[src/rtl/hid_keyboard_report_to_char_macros.svh]
// ----------------------------------------------------------------------------
// hid_keyboard_report_to_char_macros.svh
// Assertion macros used by the keyboard report decoder.
// ----------------------------------------------------------------------------
`ifndef HID_KEYBOARD_REPORT_TO_CHAR_MACROS_SVH
`define HID_KEYBOARD_REPORT_TO_CHAR_MACROS_SVH

`ifndef SYNTHESIS

// Checked on every rising edge of i_clk outside reset.
`define HKR_ASSERT(label, prop) \
    label: assert property (@(posedge i_clk) disable iff (!i_rst_n) prop) \
        else $error("hkr assertion failed");

// Checked on every rising edge of i_clk, reset included.
`define HKR_ASSERT_ALWAYS(label, prop) \
    label: assert property (@(posedge i_clk) prop) \
        else $error("hkr assertion failed");

`else

`define HKR_ASSERT(label, prop)
`define HKR_ASSERT_ALWAYS(label, prop)

`endif

`endif

[src/rtl/hkr_pkg.sv]
// ----------------------------------------------------------------------------
// hkr_pkg
// Types, constants and keymap tables for the keyboard report decoder.
// ----------------------------------------------------------------------------
package hkr_pkg;

    // Number of keycode slots in one boot report.
    localparam int KEY_SLOTS   = 6;
    // Keycodes at or above this value translate to zero.
    localparam int MAP_ENTRIES = 104;

    // Cursor codes produced by the plain table, remapped when control is up.
    localparam logic [7:0] ARROW_RIGHT = 8'h1c;
    localparam logic [7:0] ARROW_LEFT  = 8'h1d;
    localparam logic [7:0] ARROW_UP    = 8'h1e;
    localparam logic [7:0] ARROW_DOWN  = 8'h1f;

    // Control codes the arrows turn into.
    localparam logic [7:0] CTL_B = 8'h02;
    localparam logic [7:0] CTL_F = 8'h06;
    localparam logic [7:0] CTL_N = 8'h0e;
    localparam logic [7:0] CTL_P = 8'h10;

    // Upper-case letters accepted with control held.
    localparam logic [7:0] CHR_A = 8'h41;
    localparam logic [7:0] CHR_B = 8'h42;
    localparam logic [7:0] CHR_C = 8'h43;
    localparam logic [7:0] CHR_D = 8'h44;
    localparam logic [7:0] CHR_E = 8'h45;
    localparam logic [7:0] CHR_F = 8'h46;
    localparam logic [7:0] CHR_K = 8'h4b;
    localparam logic [7:0] CHR_N = 8'h4e;
    localparam logic [7:0] CHR_P = 8'h50;
    localparam logic [7:0] CHR_U = 8'h55;
    // Subtracting this from an upper-case letter gives its control code.
    localparam logic [7:0] CTL_OFFSET = 8'h40;

    typedef logic [7:0] t_code;
    typedef t_code [KEY_SLOTS-1:0] t_code_vec;

    // What one lane finds for its slot.
    typedef struct packed {
        logic  fresh;
        t_code char_code;
    } t_lane_hit;

    typedef t_lane_hit [KEY_SLOTS-1:0] t_hit_vec;

    // One result transaction.
    typedef struct packed {
        logic  char_valid;
        t_code char_code;
    } t_result;

    // US keymap without shift.
    function automatic t_code map_plain(input t_code code);
        t_code c;
        c = 8'h00;
        if (code >= 8'd4 && code <= 8'd29) begin
            c = code + 8'd93;
        end else if (code >= 8'd30 && code <= 8'd38) begin
            c = code + 8'd19;
        end else if (code >= 8'd89 && code <= 8'd97) begin
            c = code - 8'd40;
        end else begin
            case (code)
                8'd1:    c = 8'h01;
                8'd2:    c = 8'h02;
                8'd3:    c = 8'h03;
                8'd39:   c = 8'h30;
                8'd40:   c = 8'h0d;
                8'd41:   c = 8'h1b;
                8'd42:   c = 8'h08;
                8'd43:   c = 8'h09;
                8'd44:   c = 8'h20;
                8'd45:   c = 8'h2d;
                8'd46:   c = 8'h3d;
                8'd47:   c = 8'h5b;
                8'd48:   c = 8'h5d;
                8'd49:   c = 8'h5c;
                8'd51:   c = 8'h3b;
                8'd52:   c = 8'h27;
                8'd53:   c = 8'h60;
                8'd54:   c = 8'h2c;
                8'd55:   c = 8'h2e;
                8'd56:   c = 8'h2f;
                8'd73:   c = 8'h12;
                8'd76:   c = 8'h7f;
                8'd79:   c = ARROW_RIGHT;
                8'd80:   c = ARROW_LEFT;
                8'd81:   c = ARROW_DOWN;
                8'd82:   c = ARROW_UP;
                8'd84:   c = 8'h2f;
                8'd85:   c = 8'h2a;
                8'd86:   c = 8'h2d;
                8'd87:   c = 8'h2b;
                8'd88:   c = 8'h0d;
                8'd98:   c = 8'h30;
                8'd99:   c = 8'h2e;
                8'd100:  c = 8'h5c;
                8'd103:  c = 8'h3d;
                default: c = 8'h00;
            endcase
        end
        return c;
    endfunction

    // US keymap with shift.
    function automatic t_code map_shifted(input t_code code);
        t_code c;
        c = 8'h00;
        if (code >= 8'd4 && code <= 8'd29) begin
            c = code + 8'd61;
        end else if (code >= 8'd89 && code <= 8'd97) begin
            c = code - 8'd40;
        end else begin
            case (code)
                8'd30:   c = 8'h21;
                8'd31:   c = 8'h40;
                8'd32:   c = 8'h23;
                8'd33:   c = 8'h24;
                8'd34:   c = 8'h25;
                8'd35:   c = 8'h5e;
                8'd36:   c = 8'h26;
                8'd37:   c = 8'h2a;
                8'd38:   c = 8'h28;
                8'd39:   c = 8'h29;
                8'd40:   c = 8'h0a;
                8'd41:   c = 8'h1b;
                8'd42:   c = 8'h08;
                8'd43:   c = 8'h09;
                8'd44:   c = 8'h20;
                8'd45:   c = 8'h5f;
                8'd46:   c = 8'h2b;
                8'd47:   c = 8'h7b;
                8'd48:   c = 8'h7d;
                8'd49:   c = 8'h7c;
                8'd50:   c = 8'h7e;
                8'd51:   c = 8'h3a;
                8'd52:   c = 8'h22;
                8'd53:   c = 8'h7e;
                8'd54:   c = 8'h3c;
                8'd55:   c = 8'h3e;
                8'd56:   c = 8'h3f;
                8'd84:   c = 8'h2f;
                8'd85:   c = 8'h2a;
                8'd86:   c = 8'h2d;
                8'd87:   c = 8'h2b;
                8'd88:   c = 8'h0a;
                8'd98:   c = 8'h30;
                8'd99:   c = 8'h2e;
                8'd100:  c = 8'h7c;
                8'd103:  c = 8'h3d;
                default: c = 8'h00;
            endcase
        end
        return c;
    endfunction

    // Table lookup with the out-of-range guard.
    function automatic t_code lookup(input t_code code, input logic shifted);
        t_code c;
        c = 8'h00;
        if (code < 8'(MAP_ENTRIES)) begin
            c = shifted ? map_shifted(code) : map_plain(code);
        end
        return c;
    endfunction

endpackage

[src/rtl/hkr_merge.sv]
// ----------------------------------------------------------------------------
// hkr_merge
// Combines the lanes: the highest slot holding a new key gives the result.
// ----------------------------------------------------------------------------
module hkr_merge (
    input  hkr_pkg::t_hit_vec i_hits,
    output hkr_pkg::t_result  o_result
);
    import hkr_pkg::*;

    // Later slots override earlier ones.
    always_comb begin
        o_result = '0;
        for (int i = 0; i < KEY_SLOTS; i++) begin
            if (i_hits[i].fresh) begin
                o_result.char_valid = 1'b1;
                o_result.char_code  = i_hits[i].char_code;
            end
        end
    end

endmodule
[config.mk]
export PLATFORM = sky130hd
export DESIGN_NAME = hkr_merge
export DESIGN_NICKNAME = d
export VERILOG_FILES = /design/src/rtl/hid_keyboard_report_to_char_macros.svh /design/src/rtl/hkr_pkg.sv /design/src/rtl/hkr_merge.sv
export SDC_FILE = /design/constraint.sdc
export NUM_CORES = 1
export LEC_CHECK = 0
export BUFFER_PORTS_ARGS = -buffer_cell sky130_fd_sc_hd__buf_4
export CORE_AREA = 2 2 39 41
export DETAILED_ROUTE_END_ITERATION = 7
export DIE_AREA = 0 0 41 43
export PLACE_DENSITY = 0.88
export SYNTH_ARGS = -nofsm -noshare
export SYNTH_HDL_FRONTEND = slang
export SYNTH_SLANG_ARGS = --single-unit
[constraint.sdc]
create_clock -name vclk -period 2.47
set_input_delay 0.494 -clock vclk [all_inputs]
set_output_delay 0.494 -clock vclk [all_outputs]
set_load 0.005 [all_outputs]
==> results of run 1 <==
[worst max-delay path by stage]
stage | start | end | slack, ns | cells past startpoint
final | i_hits[44] | o_result[5] | 0.52 | 5
after global routing | i_hits[44] | o_result[5] | 0.45 | 5
after CTS | i_hits[44] | o_result[5] | 0.52 | 5
after detailed placement | i_hits[44] | o_result[5] | 0.52 | 5
after global placement | i_hits[44] | o_result[5] | 0.53 | 5
after floorplan | i_hits[53] | o_result[4] | 0.91 | 5
[critical path, delay by kind of cell]
family	cells	cell delay, ns
and+or+nand+nor	1	0.25
AOI/OAI and AO/OA	2	0.39
buffers and inverters	2	0.32
[Yosys cell counts]
cell,number
inv_1,1
o221ai_2,1
a2bb2oi_2,1
nand3b_1,1
o22ai_1,6
nor2_1,6
and2b_4,1
and3b_1,1
buf_4,1
nor4_1,1
nor2b_2,1
o221ai_1,7
nand2_1,1
o21ai_1,1
a221oi_2,5
a21oi_1,1
buf_6,4
inv_4,1
o2bb2ai_1,1
nor2_4,1
a21o_1,1
a221oi_1,9
[placed cells by master (no fill, tap or decap), types with 5 or more instances in the layout]
| cell type | count |
|---|---|
| nor2_1 | 6 |
| buf_4 | 63 |
| o221ai_1 | 7 |
| o22ai_1 | 6 |
| a221oi_2 | 5 |
| a221oi_1 | 9 |
[cell type report]
| cell class | count | area (um^2) |
|---|---|---|
| tap | 16 | 20.0 |
| timing repair buffer | 63 | 473 |
| fill | 136 | 493 |
| multi-input combinational | 46 | 388 |
| inverter | 2 | 10.0 |
[metal layers]
metal  vias to the layer above  GRT usage (%)  part of all wire, %
met5                         -              0                    0
met3                         2           1.57                  7.2
met1                       333           28.8                   38
met2                        32           38.8                   54
li1                        359              -                    -
met4                         0           2.00                 0.54
[power by group through the flow]
| stage | Sequential [mW] | Clock [mW] | Combinational [mW] |
|---|---|---|---|
| 3_3_place_gp | 0 | 0 | 0.155 |
| 3_5_place_dp | 0 | 0 | 0.158 |
| 4_1_cts | 0 | 0 | 0.158 |
| 6_report | 0 | 0 | 0.157 |
| 5_1_grt | 0 | 0 | 0.170 |
| 2_1_floorplan | 0 | 0 | 0.0655 |
[logic make-up after synthesis]
logic type / after synthesis / synth area share, %
simple gates: 13 / 17.5
compound gates: 33 / 68.6
buf+inv: 7 / 13.9
==> metrics, run 1 <==
post-layout minimum cycle time 1.95 ns; Tot GR Track Use 22.1%; top area cells in the synthesized netlist a221oi_1 18%, a221oi_2 17%, o221ai_1 14%; remaining antenna violation count 0; maximum VDD drop 91.4 uV; PortBufs 63; unrepaired setup endpoints after global routing no; Final Power 0.157 mW; critical path cell sequence buf_4, and2b_4, a221oi_1, o22ai_1, buf_4; global-route wire length before repair 2.86 mm; die height 43 um; Setup TNS 0 ns; Syn Nets 107; sequential cell count 0; Hold/Removal Path Class in2out; Rel. slew slack 77.8%; largest area contributor in the netlist a221oi_1; final setup fails 0; area fraction of the dominant cell type after synthesis 17.5%; Leakage 0.406 nW; Crit Path Category in2out; Crit-path slowest cell a221oi_1; vias in the first global route 714; Worst EP arrival 1.46 ns; post-DP HPWL 1.60 mm; Sequential Area 0 um^2; chip width 41 um; actual slew at the worst max-slew pin 0.333 ns; drt pass-1 iters 4; outcome finished clean; Fin. Hold Viols 0; PnR worst setup slack 0.517 ns; share of post-route cells with drive strength above 1 66.7%; vias per inst 5.72; CP peak stage delay 0.27 ns; Syn Area/Cell 8.50 um^2; drt total wl 1.86 mm; Initial Utilization 32.5%; Design Area, Final 891 um^2; cts repair resizes 0; initial antenna violation count 0; Comb power frac 100.0%; Final Non-Filler Cells 127; switch share 38.2%; DP Cell Count 127; core footprint 0.00138 mm^2; fin crit share 79.1%; clock buf count 0; yosys warns 0; Die ar. 0.00176 mm^2; post-CTS setup buffers 0; worst hold margin 1.27 ns; pre-CTS setup slack 0.525 ns; clock network fraction of total power 0%; hold_buf cts 0; Max Cap Viol 0; HP Start i_hits[8]; Setup crit end kind primary output; Starting DRT DRC Count 10; GPL Wtd Cong 0.701; cells after synthesis 53; Via Count 726; Area after DPL 891 um^2; cell area power density 176 mW/mm^2; critical path's most frequent cell buf_4; Hold Crit Depth 4; # nets final 167; register share of total power 0%; final slew viol count 0; WHS Endpoint o_result[8]; largest net degree at the start of global routing 16; wire per inst 14.7 um; Fmax 512 MHz; post-layout util 64.4%; # diodes 0; sequential area share after synthesis 0%; GRT overflow 0; DR DRC count 0; NetSw 0.0600 mW; post-synth cell types 22; Worst setup SP type primary input; Layout Area Growth over Synthesis 97.8%; Top Ports 63; synthesized area 450 um^2; Critical Path RT 1.98 ns; FP Rows 14; Critical Path Fanout Max 11; P_int 0.0971 mW
No activity file was read; power rests on OpenSTA's default activity.
==> run 2, diff against run 1 <==
--- a/config.mk
+++ b/config.mk
@@ -5,11 +5,12 @@
 export SDC_FILE = /design/constraint.sdc
 export NUM_CORES = 1
 export LEC_CHECK = 0
+export ABC_AREA = 1
 export BUFFER_PORTS_ARGS = -buffer_cell sky130_fd_sc_hd__buf_4
-export CORE_AREA = 2 2 39 41
+export CORE_ASPECT_RATIO = 1.1
+export CORE_UTILIZATION = 34
 export DETAILED_ROUTE_END_ITERATION = 7
-export DIE_AREA = 0 0 41 43
-export PLACE_DENSITY = 0.88
+export PLACE_DENSITY = 0.85
 export SYNTH_ARGS = -nofsm -noshare
 export SYNTH_HDL_FRONTEND = slang
 export SYNTH_SLANG_ARGS = --single-unit
==> constraint.sdc (replaced) <==
create_clock -name vclk -period 1.87
set_input_delay 0.374 -clock vclk [all_inputs]
set_output_delay 0.374 -clock vclk [all_outputs]
set_load 0.005 [all_outputs]
==> run 2 against run 1 <==
  * Critical path depth is 1 higher
  * First-iteration DRC count is 30% lower
  * Largest power group unchanged
  * Largest cell class unchanged
  * Core utilization is 5.0 points higher
  * Combinational power is 36% higher
  * Flip-flop and latch count stayed put
  * Wire length is 0.32% lower
  * Clock-buffer cell count stayed put
  * Die area is 8.0% lower
  * Via count is 17% higher
  * Synthesized cell count is 92% higher
  * Final cell count is 39% higher
==> metrics, run 2 <==
outcome finished clean; final slew viol count 0 (unchanged); Sequential Area 0 um^2 (unchanged); CP peak stage delay 0.19 ns (-0.08 ns); Crit-path slowest cell inv_2; remaining antenna violation count 0 (unchanged); fill count 126 (-7.4%); area fraction of the dominant cell type after synthesis 24.1% (+6.6 points); Multi-input gate area 427 um^2 (+10%); die height 42.1 um (-2.0%); vias in the first global route 792 (+11%); yosys warns 0 (unchanged); actual slew at the worst max-slew pin 0.242 ns (-0.0916 ns); commonest cells after routing, fill and taps aside 63 x buf_4, 32 x nand2_1, 24 x nor2_1; wire per inst 10.5 um (-28%); Fin. Hold Viols 0 (unchanged); post-synth cell types 15 (-32%); cells after synthesis 102 (+92%); Worst setup SP type primary input; Setup crit end kind primary output; met1 Use GR 25.0% (-3.8 points); # diodes 0 (unchanged); Critical Path RT 1.50 ns (-0.48 ns); Rel. slew slack 83.9% (+6.1 points); Syn Nets 156 (+46%); # nets final 216 (+29%); Layout Area Growth over Synthesis 90.5%; worst path bufs/invs 3 (+1); drt total wl 1.86 mm (-0.32%); CP endpoint o_result[2]; FP Rows 14 (unchanged); Die ar. 0.00162 mm^2 (-8.0%); PortBufs 63 (unchanged); Critical Path Fanout Max 16 (+5); critical path's most frequent cell buf_4; top area cells in the synthesized netlist nand2_1 24%, a21oi_1 18%, nor2_1 18%; chip width 38.5 um (-6.1%); GR Util met3 0% (-1.6 points); cts repair resizes 0 (unchanged); largest area contributor in the netlist nand2_1; vias per inst 4.84 (-15%); sequential cell count 0 (unchanged); DR DRC count 0 (unchanged); critical path cell sequence buf_4, inv_2, nand2_1, a21oi_1, a21oi_2, buf_4; most common cell after layout, fill and taps aside buf_4; count leader, synth nand2_1; final setup fails 0 (unchanged); worst hold margin 1.04 ns (-0.232 ns); synthesized area 498 um^2 (+11%); Leakage 0.505 nW (+24%); Via Count 851 (+17%); Area after DPL 948 um^2 (+6.5%); Post-synth top cells 32 x nand2_1, 24 x nor2_1, 18 x a21oi_1; WP depth 6 (+1); Syn Area/Cell 4.88 um^2 (-43%); M2 GR Usage 49.0% (+10 points); Fmax 663 MHz; Top Family by Delay on Critical Path buffers and inverters; drt pass-1 iters 4 (unchanged); DP Cell Count 176 (+39%); post-DP HPWL 1.54 mm (-4.0%); post-layout minimum cycle time 1.51 ns; Setup TNS 0 ns (unchanged); Design Area, Final 948 um^2 (+6.5%); Starting DRT DRC Count 7 (-3); post-CTS setup buffers 0 (unchanged); Tot GR Track Use 23.4% (+1.3 points); initial antenna violation count 0 (unchanged); Final Non-Filler Cells 176 (+39%); cell area power density 224 mW/mm^2 (+27%); Hold/Removal Path Class in2out; fin crit share 80.7%; hold_buf cts 0 (unchanged); Top Ports 63 (unchanged); clock buf count 0 (unchanged); Max Cap Viol 0 (unchanged); largest net degree at the start of global routing 17 (+1); Worst EP arrival 1.13 ns (-0.33 ns); global-route wire length before repair 2.95 mm (+3.1%); sequential area share after synthesis 0% (unchanged); Crit Path Category in2out; maximum VDD drop 106 uV (+16%); Worst setup startpoint i_hits[53]; unrepaired setup endpoints after global routing no; GRT overflow 0 (unchanged); core footprint 0.00137 mm^2 (-1.3%); GPL Wtd Cong 0.840 (+20%); busiest layer in global routing met2; Initial Utilization 36.4% (+3.9 points); share of post-route cells with drive strength above 1 47.5% (-19 points)
## run 2: changes by cell type in the layout (fill, tap and decap cells not counted), moves of 2 or more
cell | previous run | this run
nand2_1 | 1 | 32
nor2_1 | 6 | 24
a21oi_1 | 1 | 18
a221oi_1 | 9 | 0
nand3_1 | 0 | 8
o221ai_1 | 7 | 0
a21oi_2 | 0 | 6
o22ai_1 | 6 | 0
a221oi_2 | 5 | 0
inv_2 | 0 | 2
## run 2: kinds of logic (layout without fill, tap and decap cells)
kind of cell	after synthesis	in the layout	synth area share, %
and+or+nand+nor	68	68	57.0
buffers and inverters	10	68	14.3
AOI/OAI and AO/OA	24	24	28.6
## run 2: worst min path at each step
stage / startpoint / to / slack, ns / cells after the start
after CTS: i_hits[53] / o_result[8] / 1.04 / 4
after global placement: i_hits[53] / o_result[8] / 1.03 / 4
final: i_hits[53] / o_result[8] / 1.04 / 4
after floorplan: i_hits[53] / o_result[8] / 0.84 / 2
after global routing: i_hits[53] / o_result[8] / 1.06 / 4
after detailed placement: i_hits[53] / o_result[8] / 1.04 / 4
## run 2: stage by stage
| stage | utilization, % | worst slack (ns) | power [mW] |
|---|---|---|---|
| detailed placement | 69.4 | 0.353 | 0.213 |
| finish | 69.4 | 0.361 | 0.213 |
| CTS | 69.4 | 0.353 | 0.213 |
| global route | 69.4 | 0.264 | 0.235 |
| global placement | 69.4 | 0.375 | 0.209 |
| floorplan | - | 0.597 | 0.0960 |
## run 2: area by class of cell
class / count / share of cell area [%]
timing repair buffer: 63 / 49.9
tap: 16 / 2.11
multi-input combinational: 92 / 45.0
inverter: 5 / 3.03
## run 2: tightest hold or removal path: stages
cell and delay, ns:
buf_4 0.09, nor3_1 0.04, nand4_1 0.06, buf_4 0.10
## run 2: routing by layer
layer,part of all wire (%),routed length [um]
met1,39,722
met2,55,1030
met3,5.8,107
met4,0,0
met5,0,0
## run 2: power by group
group | internal, mW | switching (mW)
combinational | 0.124 | 0.0885
clock | 0 | 0
sequential | 0 | 0
