`src/rtl/hid_keyboard_report_to_char_macros.svh`:
```
// ----------------------------------------------------------------------------
// hid_keyboard_report_to_char_macros.svh
// Assertion macros used by the keyboard report decoder.
// ----------------------------------------------------------------------------
`ifndef HID_KEYBOARD_REPORT_TO_CHAR_MACROS_SVH
`define HID_KEYBOARD_REPORT_TO_CHAR_MACROS_SVH

`ifndef SYNTHESIS

// Checked on every rising edge of i_clk outside reset.
`define HKR_ASSERT(label, prop) \
    label: assert property (@(posedge i_clk) disable iff (!i_rst_n) prop) \
        else $error("hkr assertion failed");

// Checked on every rising edge of i_clk, reset included.
`define HKR_ASSERT_ALWAYS(label, prop) \
    label: assert property (@(posedge i_clk) prop) \
        else $error("hkr assertion failed");

`else

`define HKR_ASSERT(label, prop)
`define HKR_ASSERT_ALWAYS(label, prop)

`endif

`endif

```
`src/rtl/hkr_pkg.sv`:
```
// ----------------------------------------------------------------------------
// hkr_pkg
// Types, constants and keymap tables for the keyboard report decoder.
// ----------------------------------------------------------------------------
package hkr_pkg;

    // Number of keycode slots in one boot report.
    localparam int KEY_SLOTS   = 6;
    // Keycodes at or above this value translate to zero.
    localparam int MAP_ENTRIES = 104;

    // Cursor codes produced by the plain table, remapped when control is up.
    localparam logic [7:0] ARROW_RIGHT = 8'h1c;
    localparam logic [7:0] ARROW_LEFT  = 8'h1d;
    localparam logic [7:0] ARROW_UP    = 8'h1e;
    localparam logic [7:0] ARROW_DOWN  = 8'h1f;

    // Control codes the arrows turn into.
    localparam logic [7:0] CTL_B = 8'h02;
    localparam logic [7:0] CTL_F = 8'h06;
    localparam logic [7:0] CTL_N = 8'h0e;
    localparam logic [7:0] CTL_P = 8'h10;

    // Upper-case letters accepted with control held.
    localparam logic [7:0] CHR_A = 8'h41;
    localparam logic [7:0] CHR_B = 8'h42;
    localparam logic [7:0] CHR_C = 8'h43;
    localparam logic [7:0] CHR_D = 8'h44;
    localparam logic [7:0] CHR_E = 8'h45;
    localparam logic [7:0] CHR_F = 8'h46;
    localparam logic [7:0] CHR_K = 8'h4b;
    localparam logic [7:0] CHR_N = 8'h4e;
    localparam logic [7:0] CHR_P = 8'h50;
    localparam logic [7:0] CHR_U = 8'h55;
    // Subtracting this from an upper-case letter gives its control code.
    localparam logic [7:0] CTL_OFFSET = 8'h40;

    typedef logic [7:0] t_code;
    typedef t_code [KEY_SLOTS-1:0] t_code_vec;

    // What one lane finds for its slot.
    typedef struct packed {
        logic  fresh;
        t_code char_code;
    } t_lane_hit;

    typedef t_lane_hit [KEY_SLOTS-1:0] t_hit_vec;

    // One result transaction.
    typedef struct packed {
        logic  char_valid;
        t_code char_code;
    } t_result;

    // US keymap without shift.
    function automatic t_code map_plain(input t_code code);
        t_code c;
        c = 8'h00;
        if (code >= 8'd4 && code <= 8'd29) begin
            c = code + 8'd93;
        end else if (code >= 8'd30 && code <= 8'd38) begin
            c = code + 8'd19;
        end else if (code >= 8'd89 && code <= 8'd97) begin
            c = code - 8'd40;
        end else begin
            case (code)
                8'd1:    c = 8'h01;
                8'd2:    c = 8'h02;
                8'd3:    c = 8'h03;
                8'd39:   c = 8'h30;
                8'd40:   c = 8'h0d;
                8'd41:   c = 8'h1b;
                8'd42:   c = 8'h08;
                8'd43:   c = 8'h09;
                8'd44:   c = 8'h20;
                8'd45:   c = 8'h2d;
                8'd46:   c = 8'h3d;
                8'd47:   c = 8'h5b;
                8'd48:   c = 8'h5d;
                8'd49:   c = 8'h5c;
                8'd51:   c = 8'h3b;
                8'd52:   c = 8'h27;
                8'd53:   c = 8'h60;
                8'd54:   c = 8'h2c;
                8'd55:   c = 8'h2e;
                8'd56:   c = 8'h2f;
                8'd73:   c = 8'h12;
                8'd76:   c = 8'h7f;
                8'd79:   c = ARROW_RIGHT;
                8'd80:   c = ARROW_LEFT;
                8'd81:   c = ARROW_DOWN;
                8'd82:   c = ARROW_UP;
                8'd84:   c = 8'h2f;
                8'd85:   c = 8'h2a;
                8'd86:   c = 8'h2d;
                8'd87:   c = 8'h2b;
                8'd88:   c = 8'h0d;
                8'd98:   c = 8'h30;
                8'd99:   c = 8'h2e;
                8'd100:  c = 8'h5c;
                8'd103:  c = 8'h3d;
                default: c = 8'h00;
            endcase
        end
        return c;
    endfunction

    // US keymap with shift.
    function automatic t_code map_shifted(input t_code code);
        t_code c;
        c = 8'h00;
        if (code >= 8'd4 && code <= 8'd29) begin
            c = code + 8'd61;
        end else if (code >= 8'd89 && code <= 8'd97) begin
            c = code - 8'd40;
        end else begin
            case (code)
                8'd30:   c = 8'h21;
                8'd31:   c = 8'h40;
                8'd32:   c = 8'h23;
                8'd33:   c = 8'h24;
                8'd34:   c = 8'h25;
                8'd35:   c = 8'h5e;
                8'd36:   c = 8'h26;
                8'd37:   c = 8'h2a;
                8'd38:   c = 8'h28;
                8'd39:   c = 8'h29;
                8'd40:   c = 8'h0a;
                8'd41:   c = 8'h1b;
                8'd42:   c = 8'h08;
                8'd43:   c = 8'h09;
                8'd44:   c = 8'h20;
                8'd45:   c = 8'h5f;
                8'd46:   c = 8'h2b;
                8'd47:   c = 8'h7b;
                8'd48:   c = 8'h7d;
                8'd49:   c = 8'h7c;
                8'd50:   c = 8'h7e;
                8'd51:   c = 8'h3a;
                8'd52:   c = 8'h22;
                8'd53:   c = 8'h7e;
                8'd54:   c = 8'h3c;
                8'd55:   c = 8'h3e;
                8'd56:   c = 8'h3f;
                8'd84:   c = 8'h2f;
                8'd85:   c = 8'h2a;
                8'd86:   c = 8'h2d;
                8'd87:   c = 8'h2b;
                8'd88:   c = 8'h0a;
                8'd98:   c = 8'h30;
                8'd99:   c = 8'h2e;
                8'd100:  c = 8'h7c;
                8'd103:  c = 8'h3d;
                default: c = 8'h00;
            endcase
        end
        return c;
    endfunction

    // Table lookup with the out-of-range guard.
    function automatic t_code lookup(input t_code code, input logic shifted);
        t_code c;
        c = 8'h00;
        if (code < 8'(MAP_ENTRIES)) begin
            c = shifted ? map_shifted(code) : map_plain(code);
        end
        return c;
    endfunction

endpackage

```
`src/rtl/hkr_lane.sv`:
```
// ----------------------------------------------------------------------------
// hkr_lane
// One slot of the report: newness test and translation of its keycode.
// ----------------------------------------------------------------------------
module hkr_lane (
    input  hkr_pkg::t_code     i_code,
    input  hkr_pkg::t_code_vec i_compare,
    input  logic               i_ctrl_held,
    input  logic               i_shift_held,
    output hkr_pkg::t_lane_hit o_hit
);
    import hkr_pkg::*;

    logic  match_any;
    t_code shifted_char;
    t_code chosen_char;
    t_code ctrl_char;
    t_code plain_char;

    // The key is new only if no entry of the comparison set holds it.
    always_comb begin
        match_any = 1'b0;
        for (int j = 0; j < KEY_SLOTS; j++) begin
            if (i_compare[j] == i_code) begin
                match_any = 1'b1;
            end
        end
    end

    // With control held, ten letters become control codes; other keys give zero.
    always_comb begin
        shifted_char = lookup(i_code, 1'b1);
        case (shifted_char)
            CHR_A, CHR_B, CHR_C, CHR_D, CHR_E, CHR_F,
            CHR_K, CHR_N, CHR_P, CHR_U: ctrl_char = shifted_char - CTL_OFFSET;
            default:                    ctrl_char = 8'h00;
        endcase
    end

    // Without control, the cursor keys map to editing control codes.
    always_comb begin
        chosen_char = lookup(i_code, i_shift_held);
        case (chosen_char)
            ARROW_LEFT:  plain_char = CTL_B;
            ARROW_RIGHT: plain_char = CTL_F;
            ARROW_DOWN:  plain_char = CTL_N;
            ARROW_UP:    plain_char = CTL_P;
            default:     plain_char = chosen_char;
        endcase
    end

    assign o_hit.fresh     = (i_code != 8'h00) && !match_any;
    assign o_hit.char_code = i_ctrl_held ? ctrl_char : plain_char;

endmodule

```
`config.mk`:
```
export PLATFORM = sky130hd
export DESIGN_NAME = hkr_lane
export DESIGN_NICKNAME = d
export VERILOG_FILES = /design/src/rtl/hid_keyboard_report_to_char_macros.svh /design/src/rtl/hkr_pkg.sv /design/src/rtl/hkr_lane.sv
export SDC_FILE = /design/constraint.sdc
export NUM_CORES = 1
export LEC_CHECK = 0
export BUFFER_PORTS_ARGS = -buffer_cell sky130_fd_sc_hd__buf_2
export CAP_MARGIN = 20
export CORE_MARGIN = 2
export CORE_UTILIZATION = 50
export DETAILED_ROUTE_END_ITERATION = 10
export MAX_ROUTING_LAYER = met4
export PLACE_DENSITY_LB_ADDON = 0.1
export SLEW_MARGIN = 40
export SYNTH_ARGS = -nofsm -noshare
export SYNTH_HDL_FRONTEND = slang
export SYNTH_SLANG_ARGS = --single-unit
```
`constraint.sdc`:
```
create_clock -name vclk -period 7
set_input_delay 1.75 -clock vclk [all_inputs]
set_output_delay 1.75 -clock vclk [all_outputs]
set_load 0.02 [all_outputs]
```
==> results of run 1 <==
-- per-layer routing --
| metal | GRT usage [%] | up-vias |
|---|---|---|
| met3 | 4.889 | 46 |
| met2 | 53.61 | 255 |
| met4 | 10.00 | 0 |
| met1 | 46.78 | 1714 |
| li1 | - | 1706 |
| met5 | - | - |
-- layout by cell type, fill, tap and decap left out, drive strengths merged, types with 7 or more instances in the layout --
cell / instances
a21oi: 30
o22ai: 7
buf: 84
xnor2: 37
nor2: 28
o21ai: 32
nand4: 12
nand2: 29
o211ai: 11
nor3: 12
ha: 18
nor2b: 9
nand2b: 7
xor2: 18
a31oi: 13
inv: 14
-- power groups by stage --
stage                     Combinational, mW  Sequential, mW  Clock, mW
after floorplan                       0.152               0          0
after global placement                0.213               0          0
after detailed placement              0.213               0          0
after CTS                             0.214               0          0
after global routing                  0.237               0          0
final                                 0.219               0          0
-- stage by stage --
step,std cells,power [mW],utilization [%]
finish,551,0.2193,56.48
floorplan,433,0.1517,-
global route,551,0.2369,56.48
global placement,551,0.2131,56.48
detailed placement,551,0.2129,56.48
CTS,551,0.2137,56.48
-- layout make-up --
| class | count | area [um^2] | area share (%) |
|---|---|---|---|
| repair buffers | 84 | 462.9 | 14.01 |
| multi-input cells | 377 | 2691 | 81.45 |
| inverters | 15 | 56.30 | 1.704 |
| well taps | 75 | 93.84 | 2.840 |
-- worst paths after layout --
check,endpoint,slack (ps),depth (start not counted)
min,o_hit[5],3870,3
max,o_hit[1],260,15
-- logic make-up (layout without fill, tap and decap cells) --
group | after synthesis | count (layout)
mux | 8 | 8
simple gates | 140 | 140
other cells | 1 | 1
fa+ha+maj | 18 | 18
xor+xnor | 55 | 55
buf+inv | 56 | 99
compound gates | 155 | 155
==> results.md, run 1 <==
- Pleak: about 1.3 nW
- Gate power share: 100.0%
- First-pass GRT wire length: around 18,000 um
- CP Data Arrival Time: ~5000 ps
- DP Wirelength: a little over 8000 um
- Initial Util: between 50% and 60%
- Top-count cell post-synth: xnor2_1
- Reg power frac: 0%
- Commonest cells in the netlist: xnor2_1, nand2_1, a21oi_1, nor2_1, o21ai_0
- Synthesis-to-finish area growth: 10.55%
- Launch point of the worst path: i_code[0]
- Die Wd: roughly 80 um
- Worst path max stage delay: about 390 ps
- Period utilisation layout: 96.25%
- Routed Antenna Nets: 0
- GRT overflow: 0
- Min cycle time layout: slightly below 7000 ps
- Placed Area: 0.003304 mm^2
- Crit path required time: ~5300 ps
- Sw power: about 0.13 mW
- Met3 wire length: roughly 1200 um
- Largest net degree at the start of global routing: 38
- Fillers: ~570
- Internal: just under 0.09 mW
- Core area: around 0.0059 mm^2
- Design Area, Final: 0.003304 mm^2
- Syn avg cell area: just under 7 um^2
- Buffer and inverter count on the worst path: 3
- Worst ir drop on vdd: 0.03962 mV
- Post-Syn Area: 0.002989 mm^2
- Core Rows: 28
- Cell Pwr Density: 66.36 mW/mm^2
- Sw Ratio: 60.51%
- Worst slew pin tran: slightly above 700 ps
- Largest family of logic cells by synthesized area: compound AO/OA/AOI/OAI gates
- Setup ws final: approximately 260 ps
- Crit end category: output port
- Cell variety after synth: 83
- Fraction of the mapped netlist area in simple logic gates: a little over a quarter
- Crit start category: input port
- Slew HR: a little over half
- Initial antenna violation count: 0
- 1st-iter DRT viols: approximately 470
- Wire length per cell: between 20 and 25 um
- Slew Limit Fails: 0
- CP delay by family, top: compound AO/OA/AOI/OAI gates
- Vias in the first global route: approximately 3,300
- Post-CTS Hold Fix Bufs: 0
- Top cell type by total area after synthesis: xnor2_1
- Adder-cell share of the synthesized area: around 7.5%
- Hold WS: 3872 ps
- Setup WS pre-CTS: about 380 ps
- Port bufs: between 60 and 70
- Via Count: 3,721
- WL met1: approximately 4700 um
- GRT Util Overall: a little over a third
- Die Ht: slightly above 80 um
- Residual DRC: 0
- CLK BUF: 0
- Hold Crit Start: i_ctrl_held
- Final wirelength: about 11,000 um
- Highest routed metal layer: met4
- Final hold violations: 0
- Final TNS setup: 0 ps
- Nets: ~550
- Maximum clock frequency: 148.4 MHz
- Share of Yosys cell area claimed by the top area cell type: 10.84%
- Compound-gate portion of the synthesized area: 36.63%
- Routed vias/inst: about 6.8
- Slowest CP cell: ha_1
- CP cell instances: buf_2, inv_1, ha_1, nor3b_1, o21ai_0, a21oi_2, a21boi_1, or2_2, ha_1, nand2_1, a311o_1, a31oi_1, o2111ai_2, o22ai_2, buf_2
- Ant. Diodes: 0
- FF+latch count: 0
- Mux cell area share after synthesis: under 10%
- Post-synthesis xor/xnor area fraction: between 10% and 20%
- Crit path kind: input port to output port
- Num ports: between 60 and 70
- Post-synthesis sequential area ratio: 0%
- Syn Nets: 509
- Min-Delay Path Class: input port to output port
- Status: complete, no violations
- Final setup violation count: 0
- Postcts setup bufs: 0
- WL met2: ~5000 um
- Top cells by area, synth: xnor2_1, ha_1, xor2_1, a21oi_1, o21ai_0
- Synth warnings: 0
- Synth Instances: between 400 and 500
- Share of cells above drive strength 1: 23.53%
- Die Area: between 0.006 and 0.007 mm^2
- Sequential cell area: 0 um^2
- Max_cap viols: 0
- Unrepaired setup endpoints after global routing: false
- Placer Congestion: about 1.0
- Post-CTS resize count: 0
- Crit path max fanout: 14
- Pre-antenna DRT Iters: 6
- Clk pwr share: 0%
Note: power is estimated with default switching activity, not from simulation.
==> inputs of run 2 (changes only) <==
--- a/config.mk
+++ b/config.mk
@@ -5,9 +5,8 @@
 export SDC_FILE = /design/constraint.sdc
 export NUM_CORES = 1
 export LEC_CHECK = 0
-export BUFFER_PORTS_ARGS = -buffer_cell sky130_fd_sc_hd__buf_2
+export BUFFER_PORTS_ARGS = -buffer_cell sky130_fd_sc_hd__clkbuf_2
 export CAP_MARGIN = 20
-export CORE_MARGIN = 2
 export CORE_UTILIZATION = 50
 export DETAILED_ROUTE_END_ITERATION = 10
 export MAX_ROUTING_LAYER = met4
==> run 2 against run 1 <==
  * Non-clock buffer count grew 6
  * First-iteration DRC count grew 3.0%
  * Cell count up 0.54%
  * Global-route usage rose by 1.4 points
  * Maximum frequency up 0.80%
  * Utilization grew 3.6 points
  * Worst hold slack improved by 17 ps
  * Power up 2.5%
  * Sequential share of layout area stayed put
  * Critical path depth stayed put
  * Die area is 4.9% lower
  * Via count rose by 0.64%
==> results.md, run 2 (synthesis results as in run 1) <==
- Die Area: 0.006292 mm^2 (-4.9%)
- Slew Limit Fails: 0 (unchanged)
- Core area: 0.005642 mm^2 (-3.6%)
- Min-Delay Endpoint: o_hit[5]
- Gate power share: 100.0% (about the same)
- Synthesis-to-finish area growth: 13.31%
- Placer Congestion: 1.066 (+6.4%)
- Largest net degree at the start of global routing: 33 (-13%)
- Min cycle time layout: 6684 ps (-53.54 ps)
- Post-CTS Hold Fix Bufs: 0 (unchanged)
- Pleak: 1.350 nW (+4.0%)
- First-pass GRT wire length: 17,460 um (-0.67%)
- Crit path kind: input port to output port
- CP Data Arrival Time: 4930 ps (-60 ps)
- Crit path max fanout: 12 (-2)
- Unrepaired setup endpoints after global routing: false
- Via Count: 3,745 (+0.64%)
- Core Rows: 27 (-3.6%)
- Nets: 560 (+1.1%)
- Die Ht: 79.32 um (-2.5%)
- Die Wd: 79.32 um (-2.5%)
- Hold WS: 3889 ps (+16.53 ps)
- 1st-iter DRT viols: 487 (+3.0%)
- Placed Area: 0.003383 mm^2 (+2.4%)
- Min-Delay Path Class: input port to output port
- Cell Pwr Density: 66.35 mW/mm^2 (about the same)
- Hold Crit Start: i_ctrl_held
- Routed vias/inst: 6.760 (about the same)
- Share of cells above drive strength 1: 24.69% (+1.2 points)
- Sw Ratio: 59.50% (-1.0 points)
- CLK BUF: 0 (unchanged)
- Vias in the first global route: 3,416 (+3.7%)
- Residual DRC: 0 (unchanged)
- Setup ws final: 316.1 ps (+53.54 ps)
- Internal: 0.09101 mW (+5.1%)
- Final wirelength: 11,100 um (-1.5%)
- Status: complete, no violations
- Num ports: 67 (unchanged)
- Worst Hold Depth: 3 (unchanged)
- Final TNS setup: 0 ps (unchanged)
- Crit start category: input port
- Design Area, Final: 0.003387 mm^2 (+2.5%)
- Period utilisation layout: 95.48% (-0.76 points)
- Pre-antenna DRT Iters: 5 (-1)
- Ant. Diodes: 0 (unchanged)
- FF+latch count: 0 (unchanged)
- Initial Util: 52.98% (+1.9 points)
- DP Wirelength: 8401 um (+1.8%)
- Sw power: 0.1337 mW (+0.78%)
- Wire length per cell: 20.03 um (-2.1%)
- Final hold violations: 0 (unchanged)
- Reg power frac: 0% (unchanged)
- Fillers: 567 (-0.87%)
- Post-Route Utilization: 60.04% (+3.6 points)
- Setup WS pre-CTS: 339.5 ps (-44.39 ps)
- GRT overflow: 0 (unchanged)
- Maximum clock frequency: 149.6 MHz (+0.80%)
- Initial antenna violation count: 0 (unchanged)
- Crit path required time: 5250 ps (about the same)
- Slew HR: 49.81% (-2.8 points)
- Clk pwr share: 0% (unchanged)
- Worst slew pin tran: 752.9 ps (+41.88 ps)
- Worst ir drop on vdd: 0.04794 mV (+21%)
- Routed Antenna Nets: 0 (unchanged)
- Port bufs: 67 (unchanged)
- Sequential cell area: 0 um^2 (unchanged)
- Max_cap viols: 0 (unchanged)
- Crit end category: output port
- Commonest non-fill, non-tap cell in the layout: clkbuf_2
- Final setup violation count: 0 (unchanged)
- Commonest cells after routing, fill and taps aside: clkbuf_2, xnor2_1, nand2_1
- GRT Util Overall: 36.10% (+1.4 points)
-- run 2: cell count changes in the layout (fill, tap and decap cells not counted) --
cell	change
a21boi_1	-1
a21boi_2	+1
buf_12	+3
buf_2	-67
buf_4	+3
clkbuf_2	+67
-- run 2: worst max path at each step --
| stage | startpoint | endpoint | slack (ps) |
|---|---|---|---|
| global placement | i_code[2] | o_hit[1] | 430 |
| finish | i_code[1] | o_hit[1] | 320 |
| CTS | i_code[1] | o_hit[1] | 340 |
| floorplan | i_code[0] | o_hit[6] | 570 |
| detailed placement | i_code[1] | o_hit[1] | 340 |
| global route | i_code[1] | o_hit[1] | 70 |
-- run 2: worst max-delay path, cell delays in order --
cell       delay, ps
clkbuf_2         260
inv_1            160
ha_1             330
nor3b_1          270
o21ai_0          200
a21oi_2          210
a21boi_2         270
or2_2            160
ha_1             140
nand2_1           50
a311o_1          310
a31oi_1          170
o2111ai_2        250
o22ai_2          210
clkbuf_2         190
-- run 2: layout make-up --
class                           count  area [um^2]  share of cell area (%)
Timing Repair Buffer               90        545.5                   16.11
Tap cell                           72        90.09                   2.660
Multi-Input combinational cell    377         2695                   79.57
Inverter                           15        56.30                   1.662
-- run 2: per-stage QoR --
step | total power, mW | instances
floorplan | 0.1517 | 433
global placement | 0.2182 | 554
detailed placement | 0.2180 | 554
CTS | 0.2188 | 554
global route | 0.2409 | 554
finish | 0.2247 | 554
-- run 2: timing repair --
| item | in CTS | in global routing |
|---|---|---|
| endpoints found under the setup margin | 0 | 1 |
| hold endpoints to repair | 0 | 0 |
| setup buffers | 0 | 0 |
| resized for setup | 0 | 1 |
-- run 2: layer usage --
metal	global-route usage [%]	wire [um]
met5	-	0
met4	14.18	508
met3	6.322	1268
met2	55.60	4821
met1	46.53	4501
-- run 2: power groups by stage --
| stage | combinational (mW) | clock [mW] | sequential [mW] |
|---|---|---|---|
| final | 0.225 | 0 | 0 |
| after floorplan | 0.152 | 0 | 0 |
| after detailed placement | 0.218 | 0 | 0 |
| after global placement | 0.218 | 0 | 0 |
| after global routing | 0.241 | 0 | 0 |
| after CTS | 0.219 | 0 | 0 |
==> inputs of run 3 (changes only) <==
--- a/config.mk
+++ b/config.mk
@@ -5,6 +5,7 @@
 export SDC_FILE = /design/constraint.sdc
 export NUM_CORES = 1
 export LEC_CHECK = 0
+export ABC_AREA = 1
 export BUFFER_PORTS_ARGS = -buffer_cell sky130_fd_sc_hd__clkbuf_2
 export CAP_MARGIN = 20
 export CORE_UTILIZATION = 50
==> run 3 against run 2 <==
  * First-iteration DRC count fell by 16%
  * Cell area shrank 2.4%
  * Die area is 0.91% lower
  * Clock-buffer cell count is the same
  * Critical endpoint is now o_hit[3]
  * Largest power group unchanged
  * Highest routed layer unchanged
==> results.md, run 3 <==
- Syn Nets: 637 (+25%)
- Port bufs: 67 (unchanged)
- Largest family of logic cells by synthesized area: simple AND/OR/NAND/NOR gates
- Top cell type by total area after synthesis: nand2_1
- Largest net degree at the start of global routing: 28 (-15%)
- Fillers: 608 (+7.2%)
- Final TNS setup: 0 ps (unchanged)
- Fin cells: 686 (+24%)
- Post-CTS resize count: 0 (unchanged)
- Total power: 0.2309 mW (+2.8%)
- GRT Util Overall: 37.87% (+1.8 points)
- Die Wd: 78.96 um (-0.45%)
- Crit path kind: input port to output port
- Top cells by area, synth: nand2_1, nand3_1, ha_1, xnor2_1, xor2_1
- Maximum clock frequency: 163.3 MHz (+9.1%)
- Placed insts: 686 (+24%)
- Synth warnings: 0 (unchanged)
- Cell Pwr Density: 69.86 mW/mm^2 (+5.3%)
- Vias in the first global route: 3,822 (+12%)
- Initial antenna violation count: 0 (unchanged)
- Share of cells above drive strength 1: 19.54% (-5.1 points)
- Wire length per cell: 16.01 um (-20%)
- Commonest non-fill, non-tap cell in the layout: nand2_1
- Synthesis-to-finish area growth: 11.62%
- GRT overflow: 0 (unchanged)
- Crit start category: input port
- Placed Area: 0.003306 mm^2 (-2.3%)
- Sequential cell area: 0 um^2 (unchanged)
- First-pass GRT wire length: 18,530 um (+6.1%)
- Unrepaired setup endpoints after global routing: false
- Period utilisation layout: 87.50% (-8.0 points)
- Core Rows: 27 (unchanged)
- Top-count cell post-synth: nand2_1
- Status: complete, no violations
- Pleak: 1.759 nW (+30%)
- Die Area: 0.006235 mm^2 (-0.91%)
- Hold WS: 3888 ps (-0.3000 ps)
- Nets: 692 (+24%)
- Routed Antenna Nets: 0 (unchanged)
- Min-Delay Path Class: input port to output port
- Crit path max fanout: 14 (+2)
- Core area: 0.005608 mm^2 (-0.60%)
- Die Ht: 78.96 um (-0.45%)
- DP Wirelength: 8563 um (+1.9%)
- FF+latch count: 0 (unchanged)
- Post-synthesis sequential area ratio: 0% (unchanged)
- Post-CTS Hold Fix Bufs: 0 (unchanged)
- Adder-cell share of the synthesized area: 7.605% (+0.070 points)
- Min-Delay Endpoint: o_hit[5]
- Placer Congestion: 1.098 (+3.0%)
- Residual DRC: 0 (unchanged)
- Final setup violation count: 0 (unchanged)
- Final hold violations: 0 (unchanged)
- Commonest cells in the netlist: nand2_1, nand3_1, nor2_1, inv_1, o21ai_0
- Initial Util: 52.81% (-0.17 points)
- Via Count: 4,035 (+7.7%)
- Worst slew pin tran: 690.8 ps (-62.08 ps)
- Slew Limit Fails: 0 (unchanged)
- Slew HR: 53.95% (+4.1 points)
- Min cycle time layout: 6125 ps (-559.2 ps)
- Worst Hold Depth: 3 (unchanged)
- Final wirelength: 10,980 um (-1.1%)
- Num ports: 67 (unchanged)
- Postcts setup bufs: 0 (unchanged)
- Fraction of the mapped netlist area in simple logic gates: 55.89% (+29 points)
- Multi-input gate area: 0.002614 mm^2 (-3.0%)
- CLK BUF: 0 (unchanged)
- Worst ir drop on vdd: 0.03710 mV (-23%)
- 1st-iter DRT viols: 407 (-16%)
- Cell variety after synth: 43 (-48%)
- Post-synthesis xor/xnor area fraction: 11.53% (-4.6 points)
- Synth Instances: 561 (+30%)
- Routed vias/inst: 5.882 (-13%)
- Post-Syn Area: 0.002962 mm^2 (-0.92%)
- Ant. Diodes: 0 (unchanged)
- Max_cap viols: 0 (unchanged)
- Syn avg cell area: 5.279 um^2 (-24%)
- Crit end category: output port
- Share of Yosys cell area claimed by the top area cell type: 24.71% (+14 points)
- Compound-gate portion of the synthesized area: 13.10% (-24 points)
- Pre-antenna DRT Iters: 7 (+2)
- Design Area, Final: 0.003306 mm^2 (-2.4%)
- CP Data Arrival Time: 4370 ps (-560 ps)
- Mux cell area share after synthesis: 0% (-2.9 points)
- Hold Crit Start: i_ctrl_held
- Commonest cells after routing, fill and taps aside: nand2_1, nand3_1, clkbuf_2
- Crit path required time: 5250 ps (about the same)
[run 3: cell count changes in the layout (fill, tap and decap cells not counted), moves of 7 or more]
cell     previous run  this run
nor3_1             11         1
nand2_2             1        11
buf_4              20        10
nand4_1            11        18
inv_1              12        38
nand3_1             6        72
a31oi_1            13         1
nor2_1             26        41
xnor2_1            37        21
a21oi_1            27        16
nand2_1            28       195
nor2b_1             9         0
[run 3: logic make-up after synthesis]
kind of cell / Yosys count
adder cells (fa/ha/maj): 18
buffers and inverters: 73
AO/OA/AOI/OAI: 64
XOR/XNOR: 39
other: 1
AND/OR/NAND/NOR: 366
[run 3: where the power goes]
part	internal (mW)	switching [mW]	total [mW]	leakage (nW)
Clock	0	0	0	0
Combinational	0.0788	0.152	0.231	1.76
Sequential	0	0	0	0
[run 3: per-layer routing]
layer	up-vias	wire length, um	GRT usage (%)	part of all wire, %
li1	1945	-	-	-
met3	59	1118	3.563	10
met4	0	549	16.73	5.0
met1	1760	4304	46.51	39
met2	271	5008	62.76	46
met5	-	0	-	0
[run 3: worst max path at each step]
stage | from | endpoint | slack [ps]
final | i_code[0] | o_hit[3] | 880
after CTS | i_code[0] | o_hit[3] | 1000
after floorplan | i_code[1] | o_hit[0] | 1420
after global routing | i_code[0] | o_hit[3] | 660
after detailed placement | i_code[0] | o_hit[3] | 1000
after global placement | i_code[0] | o_hit[3] | 970
[run 3: per-stage QoR]
stage / utilization [%] / setup WS (ps)
4_1_cts: 58.95 / 997.2
3_3_place_gp: 58.95 / 974.3
6_report: 58.95 / 875.2
2_1_floorplan: - / 1417
3_5_place_dp: 58.95 / 999.5
5_1_grt: 58.95 / 664.1
[run 3: layout make-up]
type                       instances  area share, %
timing repair buffer              77          12.41
inverter                          49          5.791
tap                               72          2.725
multi-input combinational        488          79.07
[run 3: critical path, stage by stage]
cell and delay, ps:
clkbuf_2 90, buf_4 260, ha_1 420, nor2_1 70
nor2_1 340, nand2_1 90, nand3_1 90, nand3_1 70
o21ai_0 160, nand2_1 100, nand3_1 90, nand2_1 120
nand2_1 100, nand2_1 90, nor2_2 130, nand2_2 90
o21ai_1 120, nand2_1 60, clkbuf_2 150
